File: src/rtl/core/kvtp_pkg.sv
`default_nettype none

package kvtp_pkg;

    // Default capacities for the name store and the value length counter.
    localparam int NAME_CAP_DEF  = 32;
    localparam int VALUE_CAP_DEF = 128;

    localparam int CHAR_W = 8;

    // Characters the parser reacts to.
    localparam logic [CHAR_W-1:0] CH_NUL    = 8'h00;
    localparam logic [CHAR_W-1:0] CH_BSLASH = 8'h5C;
    localparam logic [CHAR_W-1:0] CH_NL     = 8'h0A;
    localparam logic [CHAR_W-1:0] CH_TAB    = 8'h09;
    localparam logic [CHAR_W-1:0] CH_CR     = 8'h0D;
    localparam logic [CHAR_W-1:0] CH_QUOTE  = 8'h22;
    localparam logic [CHAR_W-1:0] CH_EQ     = 8'h3D;
    localparam logic [CHAR_W-1:0] CH_SPACE  = 8'h20;
    localparam logic [CHAR_W-1:0] CH_LC_N   = 8'h6E;
    localparam logic [CHAR_W-1:0] CH_LC_T   = 8'h74;
    localparam logic [CHAR_W-1:0] CH_LC_R   = 8'h72;

    // Kind of an output word.
    typedef enum logic [1:0] {
        KIND_NAME     = 2'd0,
        KIND_VALUE    = 2'd1,
        KIND_PAIR_END = 2'd2,
        KIND_LINE_END = 2'd3
    } t_kind;

    // Parser phase.
    typedef enum logic [2:0] {
        PH_SKIP     = 3'd0,
        PH_NAME     = 3'd1,
        PH_AFTER_EQ = 3'd2,
        PH_VALUE    = 3'd3,
        PH_QUOTED   = 3'd4
    } t_phase;

    // Sequencer state.
    typedef enum logic [1:0] {
        ST_IDLE = 2'd0,
        ST_EMIT = 2'd1,
        ST_RD   = 2'd2,
        ST_WAIT = 2'd3
    } t_state;

endpackage

`default_nettype wire

File: src/rtl/core/kvtp_name_ram.sv
`default_nettype none

module kvtp_name_ram #(
    parameter int DEPTH = kvtp_pkg::NAME_CAP_DEF - 1,
    parameter int AW    = 5
) (
    input  wire logic                        i_clk,
    input  wire logic                        i_we,
    input  wire logic [AW-1:0]               i_waddr,
    input  wire logic [kvtp_pkg::CHAR_W-1:0] i_wdata,
    input  wire logic                        i_re,
    input  wire logic [AW-1:0]               i_raddr,
    output logic      [kvtp_pkg::CHAR_W-1:0] o_rdata
);

    logic [kvtp_pkg::CHAR_W-1:0] r_mem [DEPTH];
    logic [kvtp_pkg::CHAR_W-1:0] r_rdata;

    // Single write port.
    always_ff @(posedge i_clk) begin
        if (i_we) begin
            r_mem[i_waddr] <= i_wdata;
        end
    end

    // Registered read port; data holds while no read is issued.
    always_ff @(posedge i_clk) begin
        if (i_re) begin
            r_rdata <= r_mem[i_raddr];
        end
    end

    assign o_rdata = r_rdata;

endmodule

`default_nettype wire

File: src/rtl/core/key_value_token_parser.sv
`default_nettype none

// Command line tokenizer: takes one byte per word, byte 0 ending the line, and
// emits a stream of name characters, value characters, pair-end and line-end
// words, with out_last marking the final word caused by each byte. A byte that
// causes words is taken first; its words then go out one by one as the output
// register is free to load. The '=' byte replays the stored name from a memory
// with a single registered read port: each name character is read (ST_RD) and
// then loaded into the output register (ST_WAIT). Input is not taken while words
// of the previous byte are still being issued, but the last word may wait in the
// output register while the next byte is taken.
module key_value_token_parser #(
    parameter int NAME_CAP  = kvtp_pkg::NAME_CAP_DEF,
    parameter int VALUE_CAP = kvtp_pkg::VALUE_CAP_DEF
) (
    input  wire logic                        i_clk,
    input  wire logic                        i_rst_n,
    input  wire logic                        i_in_valid,
    output logic                             o_in_ready,
    input  wire logic [kvtp_pkg::CHAR_W-1:0] i_in_byte,
    output logic                             o_out_valid,
    input  wire logic                        i_out_ready,
    output logic      [1:0]                  o_out_kind,
    output logic      [kvtp_pkg::CHAR_W-1:0] o_out_char,
    output logic                             o_out_last
);

    localparam int NDEPTH = NAME_CAP - 1;
    localparam int AW     = (NAME_CAP > 2) ? $clog2(NAME_CAP - 1) : 1;
    localparam int LW     = $clog2(NAME_CAP);
    localparam int VW     = $clog2(VALUE_CAP);

    typedef logic [kvtp_pkg::CHAR_W-1:0] t_char;

    // Parser state.
    kvtp_pkg::t_phase r_phase, n_phase;
    logic             r_esc, n_esc;
    logic [LW-1:0]    r_name_len, n_name_len;
    logic [VW-1:0]    r_val_len, n_val_len;
    logic             r_pair, n_pair;

    // Words still to be issued for the byte just taken.
    logic  r_pend_val, r_pend_pair, r_pend_line;
    logic  n_pend_val, n_pend_pair, n_pend_line, n_replay;
    t_char r_pend_char, n_pend_char;

    // Sequencer and replay index.
    kvtp_pkg::t_state r_state, n_state;
    logic [AW-1:0]    r_idx;

    // Output register.
    logic             r_out_valid;
    kvtp_pkg::t_kind  r_out_kind;
    t_char            r_out_char;
    logic             r_out_last;

    // Name memory ports.
    logic          dec_we;
    logic [AW-1:0] dec_waddr;
    t_char         ram_rdata;

    // Sequencer control.
    logic            in_acc;
    logic            can_load;
    logic            load_out;
    kvtp_pkg::t_kind load_kind;
    t_char           load_char;
    logic            load_last;
    logic            rd_en;
    logic            clr_val, clr_pair;
    logic            name_last;
    logic            emit_last;

    // Decode helpers.
    t_char b;
    t_char esc_ch;
    logic  is_blank;
    logic  quoted;
    logic  val_path;
    logic  val_room;

    assign in_acc   = i_in_valid && o_in_ready;
    assign can_load = !r_out_valid || i_out_ready;
    assign b        = i_in_byte;
    assign is_blank = (b == kvtp_pkg::CH_SPACE) || (b == kvtp_pkg::CH_TAB);
    assign quoted   = (r_phase == kvtp_pkg::PH_QUOTED);
    assign val_room = r_pair && (r_val_len < VW'(VALUE_CAP - 1));

    // The byte goes through the value decoder in a value phase, or after '='
    // once the first byte that is neither blank nor an opening quote arrives.
    assign val_path = (r_phase == kvtp_pkg::PH_VALUE) || quoted ||
                      ((r_phase == kvtp_pkg::PH_AFTER_EQ) && !is_blank &&
                       (b != kvtp_pkg::CH_QUOTE));

    // Escape translation.
    always_comb begin
        if (b == kvtp_pkg::CH_LC_N) begin
            esc_ch = kvtp_pkg::CH_NL;
        end else if (b == kvtp_pkg::CH_LC_T) begin
            esc_ch = kvtp_pkg::CH_TAB;
        end else if (b == kvtp_pkg::CH_LC_R) begin
            esc_ch = kvtp_pkg::CH_CR;
        end else begin
            esc_ch = b;
        end
    end

    // Byte decode: next parser state, name writes and the words to issue.
    always_comb begin
        n_phase     = r_phase;
        n_esc       = r_esc;
        n_name_len  = r_name_len;
        n_val_len   = r_val_len;
        n_pair      = r_pair;
        n_pend_val  = 1'b0;
        n_pend_pair = 1'b0;
        n_pend_line = 1'b0;
        n_replay    = 1'b0;
        n_pend_char = b;
        dec_we      = 1'b0;
        dec_waddr   = r_name_len[AW-1:0];

        if (val_path) begin
            // Value decoding, shared by the value phases and the first byte
            // after the blanks that follow '='.
            n_phase = quoted ? kvtp_pkg::PH_QUOTED : kvtp_pkg::PH_VALUE;
            if (r_esc) begin
                n_esc = 1'b0;
                if (b == kvtp_pkg::CH_NUL) begin
                    // A trailing backslash stays a literal.
                    n_pend_char = kvtp_pkg::CH_BSLASH;
                    n_pend_val  = val_room;
                    n_val_len   = r_val_len + VW'(val_room);
                    n_pend_pair = r_pair;
                    n_pend_line = 1'b1;
                    n_pair      = 1'b0;
                    n_phase     = kvtp_pkg::PH_SKIP;
                end else begin
                    n_pend_char = esc_ch;
                    n_pend_val  = val_room;
                    n_val_len   = r_val_len + VW'(val_room);
                end
            end else if (b == kvtp_pkg::CH_NUL) begin
                n_pend_pair = r_pair;
                n_pend_line = 1'b1;
                n_pair      = 1'b0;
                n_phase     = kvtp_pkg::PH_SKIP;
            end else if (b == kvtp_pkg::CH_BSLASH) begin
                n_esc = 1'b1;
            end else if ((quoted && (b == kvtp_pkg::CH_QUOTE)) ||
                         (!quoted && is_blank)) begin
                n_pend_pair = r_pair;
                n_pair      = 1'b0;
                n_phase     = kvtp_pkg::PH_SKIP;
            end else begin
                n_pend_val = val_room;
                n_val_len  = r_val_len + VW'(val_room);
            end
        end else begin
            case (r_phase)
                kvtp_pkg::PH_SKIP: begin
                    if (b == kvtp_pkg::CH_NUL) begin
                        n_pend_line = 1'b1;
                        n_esc       = 1'b0;
                        n_pair      = 1'b0;
                    end else if (is_blank) begin
                        n_phase = kvtp_pkg::PH_SKIP;
                    end else if (b == kvtp_pkg::CH_EQ) begin
                        // A pair with an empty name: parsed, never emitted.
                        n_name_len = '0;
                        n_pair     = 1'b0;
                        n_val_len  = '0;
                        n_esc      = 1'b0;
                        n_phase    = kvtp_pkg::PH_AFTER_EQ;
                    end else begin
                        dec_we     = 1'b1;
                        dec_waddr  = '0;
                        n_name_len = LW'(1);
                        n_phase    = kvtp_pkg::PH_NAME;
                    end
                end
                kvtp_pkg::PH_NAME: begin
                    if (b == kvtp_pkg::CH_NUL) begin
                        n_pend_line = 1'b1;
                        n_esc       = 1'b0;
                        n_pair      = 1'b0;
                        n_phase     = kvtp_pkg::PH_SKIP;
                    end else if (is_blank) begin
                        n_phase = kvtp_pkg::PH_SKIP;
                    end else if (b == kvtp_pkg::CH_EQ) begin
                        n_replay  = (r_name_len != '0);
                        n_pair    = (r_name_len != '0);
                        n_val_len = '0;
                        n_esc     = 1'b0;
                        n_phase   = kvtp_pkg::PH_AFTER_EQ;
                    end else if (r_name_len < LW'(NAME_CAP - 1)) begin
                        dec_we     = 1'b1;
                        n_name_len = r_name_len + LW'(1);
                    end
                end
                kvtp_pkg::PH_AFTER_EQ: begin
                    // Blanks are skipped; an opening quote starts a quoted value.
                    if (b == kvtp_pkg::CH_QUOTE) begin
                        n_phase = kvtp_pkg::PH_QUOTED;
                    end
                end
                default: begin
                    n_phase = kvtp_pkg::PH_SKIP;
                    n_esc   = 1'b0;
                end
            endcase
        end
    end

    kvtp_name_ram #(
        .DEPTH (NDEPTH),
        .AW    (AW)
    ) u_name_ram (
        .i_clk   (i_clk),
        .i_we    (dec_we && in_acc),
        .i_waddr (dec_waddr),
        .i_wdata (b),
        .i_re    (rd_en),
        .i_raddr (r_idx),
        .o_rdata (ram_rdata)
    );

    assign name_last = ((LW'(r_idx) + LW'(1)) == r_name_len);
    assign emit_last = r_pend_val ? !(r_pend_pair || r_pend_line)
                     : (r_pend_pair ? !r_pend_line : 1'b1);

    // Sequencer next state.
    always_comb begin
        n_state = r_state;
        case (r_state)
            kvtp_pkg::ST_IDLE: begin
                if (in_acc) begin
                    if (n_replay) begin
                        n_state = kvtp_pkg::ST_RD;
                    end else if (n_pend_val || n_pend_pair || n_pend_line) begin
                        n_state = kvtp_pkg::ST_EMIT;
                    end
                end
            end
            kvtp_pkg::ST_EMIT: begin
                if (can_load && emit_last) begin
                    n_state = kvtp_pkg::ST_IDLE;
                end
            end
            kvtp_pkg::ST_RD: begin
                n_state = kvtp_pkg::ST_WAIT;
            end
            kvtp_pkg::ST_WAIT: begin
                if (can_load) begin
                    n_state = name_last ? kvtp_pkg::ST_IDLE : kvtp_pkg::ST_RD;
                end
            end
            default: begin
                n_state = kvtp_pkg::ST_IDLE;
            end
        endcase
    end

    // Sequencer outputs.
    always_comb begin
        o_in_ready = 1'b0;
        load_out   = 1'b0;
        load_kind  = kvtp_pkg::KIND_LINE_END;
        load_char  = '0;
        load_last  = 1'b0;
        rd_en      = 1'b0;
        clr_val    = 1'b0;
        clr_pair   = 1'b0;
        case (r_state)
            kvtp_pkg::ST_IDLE: begin
                o_in_ready = 1'b1;
            end
            kvtp_pkg::ST_EMIT: begin
                load_out  = can_load;
                load_last = emit_last;
                if (r_pend_val) begin
                    load_kind = kvtp_pkg::KIND_VALUE;
                    load_char = r_pend_char;
                    clr_val   = can_load;
                end else if (r_pend_pair) begin
                    load_kind = kvtp_pkg::KIND_PAIR_END;
                    clr_pair  = can_load;
                end
            end
            kvtp_pkg::ST_RD: begin
                rd_en = 1'b1;
            end
            kvtp_pkg::ST_WAIT: begin
                load_out  = can_load;
                load_kind = kvtp_pkg::KIND_NAME;
                load_char = ram_rdata;
                load_last = name_last;
            end
            default: begin
                o_in_ready = 1'b0;
            end
        endcase
    end

    // Parser and sequencer registers.
    always_ff @(posedge i_clk) begin
        if (!i_rst_n) begin
            r_state     <= kvtp_pkg::ST_IDLE;
            r_phase     <= kvtp_pkg::PH_SKIP;
            r_esc       <= 1'b0;
            r_name_len  <= '0;
            r_val_len   <= '0;
            r_pair      <= 1'b0;
            r_pend_val  <= 1'b0;
            r_pend_pair <= 1'b0;
            r_pend_line <= 1'b0;
            r_idx       <= '0;
        end else begin
            r_state <= n_state;
            if (in_acc) begin
                r_phase     <= n_phase;
                r_esc       <= n_esc;
                r_name_len  <= n_name_len;
                r_val_len   <= n_val_len;
                r_pair      <= n_pair;
                r_pend_val  <= n_pend_val;
                r_pend_pair <= n_pend_pair;
                r_pend_line <= n_pend_line;
                r_idx       <= '0;
            end else begin
                if (clr_val) begin
                    r_pend_val <= 1'b0;
                end
                if (clr_pair) begin
                    r_pend_pair <= 1'b0;
                end
                if (load_out && (r_state == kvtp_pkg::ST_EMIT) && emit_last) begin
                    r_pend_line <= 1'b0;
                end
                if (load_out && (r_state == kvtp_pkg::ST_WAIT) && !name_last) begin
                    r_idx <= r_idx + AW'(1);
                end
            end
        end
    end

    // Pending character payload.
    always_ff @(posedge i_clk) begin
        if (in_acc) begin
            r_pend_char <= n_pend_char;
        end
    end

    // Output register.
    always_ff @(posedge i_clk) begin
        if (!i_rst_n) begin
            r_out_valid <= 1'b0;
        end else if (load_out) begin
            r_out_valid <= 1'b1;
        end else if (i_out_ready) begin
            r_out_valid <= 1'b0;
        end
    end

    always_ff @(posedge i_clk) begin
        if (load_out) begin
            r_out_kind <= load_kind;
            r_out_char <= load_char;
            r_out_last <= load_last;
        end
    end

    assign o_out_valid = r_out_valid;
    assign o_out_kind  = r_out_kind;
    assign o_out_char  = r_out_char;
    assign o_out_last  = r_out_last;

`ifndef SYNTHESIS
    // The stored name never grows past its capacity.
    a_name_len_cap: assert property (@(posedge i_clk) disable iff (!i_rst_n)
        r_name_len <= LW'(NAME_CAP - 1))
        else $error("name length beyond capacity");

    // Byte 0 always returns the parser to the blank-skipping phase, clean.
    a_nul_resets: assert property (@(posedge i_clk) disable iff (!i_rst_n)
        (in_acc && (i_in_byte == kvtp_pkg::CH_NUL)) |=>
        ((r_phase == kvtp_pkg::PH_SKIP) && !r_esc && !r_pair && r_pend_line))
        else $error("byte 0 did not end the line");

    // A line end is always the last word of its byte.
    a_line_end_last: assert property (@(posedge i_clk) disable iff (!i_rst_n)
        (o_out_valid && (o_out_kind == kvtp_pkg::KIND_LINE_END)) |-> o_out_last)
        else $error("line end not marked last");

    // Replay reads only entries written for the current name.
    a_replay_in_range: assert property (@(posedge i_clk) disable iff (!i_rst_n)
        (r_state == kvtp_pkg::ST_RD) |-> (LW'(r_idx) < r_name_len))
        else $error("replay index past stored name");

    // Kinds without a character carry zero.
    a_char_zero: assert property (@(posedge i_clk) disable iff (!i_rst_n)
        (o_out_valid && ((o_out_kind == kvtp_pkg::KIND_PAIR_END) ||
                         (o_out_kind == kvtp_pkg::KIND_LINE_END))) |->
        (o_out_char == kvtp_pkg::CH_NUL))
        else $error("marker word carries a character");
`endif

endmodule

`default_nettype wire

File: config.mk
export PLATFORM = sky130hd
export DESIGN_NAME = key_value_token_parser
export DESIGN_NICKNAME = d
export VERILOG_FILES = /design/src/rtl/core/kvtp_pkg.sv /design/src/rtl/core/kvtp_name_ram.sv /design/src/rtl/core/key_value_token_parser.sv
export SDC_FILE = /design/constraint.sdc
export NUM_CORES = 1
export LEC_CHECK = 0
export ABC_AREA = 0
export BUFFER_PORTS_ARGS = -buffer_cell sky130_fd_sc_hd__buf_2
export CAP_MARGIN = 25
export CORE_MARGIN = 2
export CORE_UTILIZATION = 50
export DETAILED_ROUTE_END_ITERATION = 16
export GPL_TIMING_DRIVEN = 0
export MAX_ROUTING_LAYER = met4
export PLACE_DENSITY = 0.75
export SLEW_MARGIN = 20
export SYNTH_ARGS = -nofsm -noshare
export SYNTH_HDL_FRONTEND = slang
export SYNTH_SLANG_ARGS = --single-unit
File: constraint.sdc
create_clock -name i_clk -period 3.3 [get_ports i_clk]
set_clock_uncertainty 0.05 [all_clocks]
set_input_delay 0.495 -clock i_clk [delete_from_list [all_inputs] [get_ports i_clk]]
set_output_delay 0.495 -clock i_clk [all_outputs]
set_load 0.005 [all_outputs]
# Word-level counts from Yosys, hierarchy flattened
# Memories as Yosys holds them, arrays and structs flattened. A register that Yosys moved wholly into a read port is not among the register bits.
# Index checks and enable logic that the tools add are counted.
[classes]
reduce_logical = 47
shifts = 0
div_mod_pow = 0
n_bitwise = 2
mux = 122
mul = 0
n_eq_ne = 45
order_cmp = 2
n_addsub = 3
[ops]
columns = ["operator", "n"]
rows = [
  ["$mux 1", 65],
  ["$mux 7", 9],
  ["$mux 8", 7],
  ["$mux 5", 11],
  ["$mux 3", 12],
  ["$eq 8x7->1 const B", 4],
  ["$eq 8x6->1 const B", 3],
  ["$ne 2x2->1 const B", 12],
  ["$mux 2", 9],
  ["$reduce_and 9->1", 2],
  ["$ne 4x4->1 const B", 4],
  ["$pmux 8 s2", 1],
  ["$ne 3x3->1 const B", 5],
  ["$reduce_bool 2->1", 7],
  ["$logic_and 1x1->1", 12],
  ["$reduce_and 4->1", 3],
  ["$add 5x1->5 const B", 2],
  ["$pmux 5 s2", 1],
  ["$pmux 3 s3", 1],
  ["$eq 8x4->1 const B", 1],
  ["$logic_not 8->1", 1],
  ["$logic_or 1x1->1", 8],
  ["$ne 8x6->1 const B", 1],
  ["$pmux 1 s2", 4],
  ["25 further kinds", 36],
]
[word_totals]
ram_bits = 248
regBits = 47
mem_bits_ro = 0
output_inout_bits = 13
mem_count = 1
latchBits = 0
wordCells = 237
inputBits = 12
[mem_list]
columns = ["memory", "words", "word_bits", "rd", "rd_ports_with_merged_regs", "wr", "line", "source"]
rows = [
  ["u_name_ram.r_mem", 31, 8, 1, 1, 1, "kvtp_name_ram.sv:16", "logic [kvtp_pkg::CHAR_W-1:0] r_mem [DEPTH];"],
]

# Logic depth before layout (Yosys ltp)
[logic_depth]
depth_word = 15
depth_mapped = 11
depth_no_buf = 8

# By module
# Synthesis repeated with hierarchy kept, for this count alone.
[unflattened]
hier_cells = 892
hier_area_um2 = 13038.8
[modules_own_cells]
columns = ["mod", "area_each_um2", "seq_area_each_um2", "cells_each", "instances"]
rows = [
  ["kvtp_name_ram", 10188.5, 7687.4, 561, 1],
  ["key_value_token_parser", 2850.2, 1131.1, 331, 1],
]

# Least setup slack after synthesis
# No wires, ideal clock.
[synth_path]
path_kind = "input port to flip-flop"
from = "in i_in_byte[2] (netlist name)"
to = "mem u_name_ram.r_mem[8][0] (netlist name), enable pin"
stages = 6
setup_slack_ps = 71
arrival_time_ps = 2785
setup_ps = 395
path_cell_list = "buf_2 > nor3_1 > o211a_1 > nor3b_1 > or4b_2 > nor4_1"
[synth_via]
elab_chain_len = 10
elab_cells_between_ends = 26
cone_classes = "eq/ne (4); mux (15); reduce/logical (7)"
[synth_rtl]
columns = ["item", "line", "source"]
rows = [
  ["start: declaration", "key_value_token_parser.sv:20", "input wire logic [kvtp_pkg::CHAR_W-1:0] i_in_byte,"],
  ["branches (longest 10 deep; another with $eq 8x6->1)", "-", ""],
  ["end: declaration", "kvtp_name_ram.sv:16", ""],
]
# Several ways; the timed one is not identified.

# Worst setup path after layout
[layout_path]
from = "reg r_state[0]"
to = "mem u_name_ram.r_mem[20][7] (netlist name), enable pin"
[layout_via]
elab_chain_len = 6
[layout_rtl]
columns = ["item", "line", "source"]
rows = [
  ["start: declaration", "key_value_token_parser.sv:48", "kvtp_pkg::t_state r_state, n_state;"],
  ["start signal: assignment", "key_value_token_parser.sv:308", "r_state <= kvtp_pkg::ST_IDLE;"],
  ["start signal: assignment", "key_value_token_parser.sv:319", "r_state <= n_state;"],
  ["$logic_not 2->1", "key_value_token_parser.sv:274", "case (r_state)"],
  ["$mux 1", "key_value_token_parser.sv:274", ""],
  ["$logic_and 1x1->1", "key_value_token_parser.sv:82", "assign in_acc = i_in_valid && o_in_ready;"],
  ["$logic_and 1x1->1", "key_value_token_parser.sv:220", ".i_we (dec_we && in_acc),"],
  ["$mux 1", "kvtp_name_ram.sv:21", "if (i_we) begin"],
  ["$mux 1 (not written as such)", "kvtp_name_ram.sv:22", "r_mem[i_waddr] <= i_wdata;"],
]
# No other way between the ends.

==> results.cfg <==
[routing]
post_drt_wl_per_cell_um = 23.1
highest_layer = met4
viasPerCell = 6.10
vias = 7162
met2_wirelength_mm = 12.8
dr.pass1.iters = 6
drtIter0Drc = 875
drc_errors = 0
m1WireLength_mm = 11.5
routed_wl_mm = 27.1
ant_nets = 0
routed-wl-met3_mm = 2.08

[placement]
place_ws_ns = -0.852
io_buffers = 24
dp_hpwl_mm = 17.4
place_congestion = 0.904
dp.cells = 1118

[clock_network]
cts_max_level = 1
cts.sinks = 303
cts.clk_slew.worst_paths_ns = 0.06
clk_path_buf_depth = 3
cts_made_buffers = 30
clock-root-buffer = clkbuf_16
cts_tree = yes
clk_latency_ns = 0.57

[synth]
yosys_warnings = 0
synth_compound_area_frac = 0.0605
synth.distinct_cells = 68
synth-xor-area-share = 0.00618
ys_seq_area_frac = 0.692
synth_area_leaders = edfxtp_1 (65%), mux4_2 (13%), dfxtp_1 (4.4%), nor2_1 (1.9%), o21ai_0 (1.2%)
synth-simple-area-share = 0.0738
synth_common_cells = edfxtp_1 (275), mux4_2 (72), nor2_1 (65)
avgSynthCellArea_sq_um = 16.7
synth.area.mux_share = 0.143
async_flop_share = 0
ys_ff_latch = 303
synthAdderAreaFrac = 0.00569
synth_area_sq_mm = 0.0127
synth_edf_count = 275
yosysTopAreaCellShare = 0.648
synth_flop_cell = edfxtp_1
synth_area_leader_cell = edfxtp_1
yosysMostFrequentCell = edfxtp_1
synth_nets = 780
netlist_instances = 763
synth_top_family_by_area = multiplexers

[global_route]
gr-total-overflow = 0
antenna_found_initial = 0
grt_pass1_wl_mm = 41.6
grt_max_degree = 40
grtUsageTotal = 0.213
grt_pass1_vias = 6959

[setup_path]
crit_family = simple AND/OR/NAND/NOR gates
r2r-start = r_state[0]
cp-end-kind = flop
critPathMaxStageDelay_ns = 0.55
worst-path-max-fanout = 9
crit_chain = buf_2, nor2_1, nand2_1, inv_1, o211ai_1, nor4_4, nand2_1, nor2_2
cp_num_buf_inv = 2
rrSetupSlack_ns = 0.15
start_kind = flop
cp.arrival_ns = 3.30
r2r_end = u_name_ram.r_mem[20][7]
critPathRequiredTime_ns = 3.45
crit_type = reg2reg
r2r_cells = 8
cp_slowest_cell = nor2_2
path_common_cell = nand2_1

[floorplan]
initial_core_util = 0.508
fp.coreArea_sq_mm = 0.0251
row_count = 58
die_x_um = 164
die-area_sq_mm = 0.0268
io_pins = 25
die_h_um = 164

[pwr]
total_power_mw = 8.13
cellPowerDensity_mw_per_mm2 = 562
peakVddDrop_mv = 0.715
p_leak_nw = 4.41

[sta]
slew_headroom = 0.362
setup_tns_ns = 0
finalHoldViolCount = 0
post-route-period-util = 0.956
final-max-slew-violation-count = 0
rsz0062_at_grt = yes
layout_min_cycle_time_ns = 3.15
layout_setup_ws_ns = 0.147
max_freq_mhz = 317
tightest_slew_ns = 0.957
setup_viol = 0

[flow_run]
cap_violations = 0

[finish]
diodes = 0
layout-drive-gt1-share = 0.251
fillers = 1893
syn2layout_area_growth_pct = 13.4
layout.nets = 838
final_cell_count_no_fill = 1174

[run_status]
outcome = finished, final reports clean

[hold_path]
hp-class = in2reg
hold_path_end = o_out_valid
hold_path_startpoint = i_out_ready
worstHoldPathCells = 3
-- worst register-to-register path: cells and delay by family, from the launching register on --
| family | cells | cell delay [ns] |
|---|---|---|
| compound gates | 1 | 0.15 |
| simple gates | 5 | 2.00 |
| flops | 1 | 0.30 |
| buf+inv | 2 | 0.31 |
-- report_power, final --
group          total, mW  internal [mW]  switching [mW]  leakage, nW
logic              0.397          0.123           0.274         1.20
clock network       3.50           2.07            1.43        0.493
registers           4.23           4.22         0.00958         2.72
-- worst max path at each step --
stage	from	slack (ns)	end	cells after the start
finish	r_state[0]	0.15	u_name_ram.r_mem[20][7]	8
global route	r_state[0]	-0.05	u_name_ram.r_mem[20][7]	8
CTS	i_in_byte[0]	-0.21	u_name_ram.r_mem[22][6]	7
detailed placement	i_in_byte[0]	-0.85	u_name_ram.r_mem[21][1]	7
global placement	i_in_byte[2]	-1.51	u_name_ram.r_mem[8][2]	7
floorplan	i_in_byte[2]	0.07	u_name_ram.r_mem[8][0]	6
-- cell usage in the layout, fill, tap and decap left out, drive strengths merged, types with 5 or more instances in the layout --
cell	synthesis	layout
nor3	8	8
clkinv	2	14
dfxtp	28	28
clkbuf	26	63
edfxtp	275	275
a31oi	10	10
nand2	39	39
nand4	6	6
a21oi	22	22
a22oi	8	8
mux2i	11	11
o211ai	5	5
mux4	72	72
buf	19	42
nor2b	5	5
nor2	65	65
o21ai	34	34
nand3	17	17
ha	5	5
bufinv	0	5
mux2	8	8
nand2b	7	7
xor2	5	5
inv	7	8
-- routing by layer --
metal	global-route usage	vias up
li1	-	3180
met1	0.300	3580
met2	0.333	345
met3	0.0307	57
met4	0.0522	0
met5	-	-
-- what timing repair did --
action	4_1_cts	5_1_grt
endpoints found under the setup margin	228	238
setup buffers	0	0
resized for setup	29	13
hold buffers	0	0
-- per-stage QoR --
stage          utilization  hold slack [ns]  instance area [sq um]
2_1_floorplan            -            0.391                  12700
3_3_place_gp         0.529            0.412                  13300
3_5_place_dp         0.529            0.419                  13300
4_1_cts              0.573            0.232                  14400
5_1_grt              0.576            0.284                  14500
6_report             0.576            0.240                  14500
-- state kept, by name, summed over array words and instances (netlist names) --
register,count
u_name_ram.r_mem,248
o_out_char,8
r_pend_char,8
u_name_ram.o_rdata,8
r_val_len,7
r_idx,5
r_name_len,5
r_phase,3
o_out_kind,2
r_state,2
o_out_last,1
o_out_valid,1
r_esc,1
r_pair,1
r_pend_line,1
r_pend_pair,1
r_pend_val,1
-- area by class of cell --
type / instances / area, sq um / share of cell area
tap: 330 / 413 / 0.0286
inverter: 9 / 33.8 / 0.00234
clock buffer: 34 / 766 / 0.0530
clock inverter: 21 / 260 / 0.0180
timing repair buffer: 26 / 149 / 0.0103
buffer: 45 / 213 / 0.0147
sequential: 303 / 8820 / 0.610
multi-input combinational: 406 / 3810 / 0.263
-- logic make-up after synthesis --
group	Yosys count
xor gates and xnor gates	9
and+or+nand+nor	183
buffers and inverters	54
muxes	91
adders and majority gates	6
AOI/OAI and AO/OA	117
DFF	303
Power figures use the tool's default switching activity.
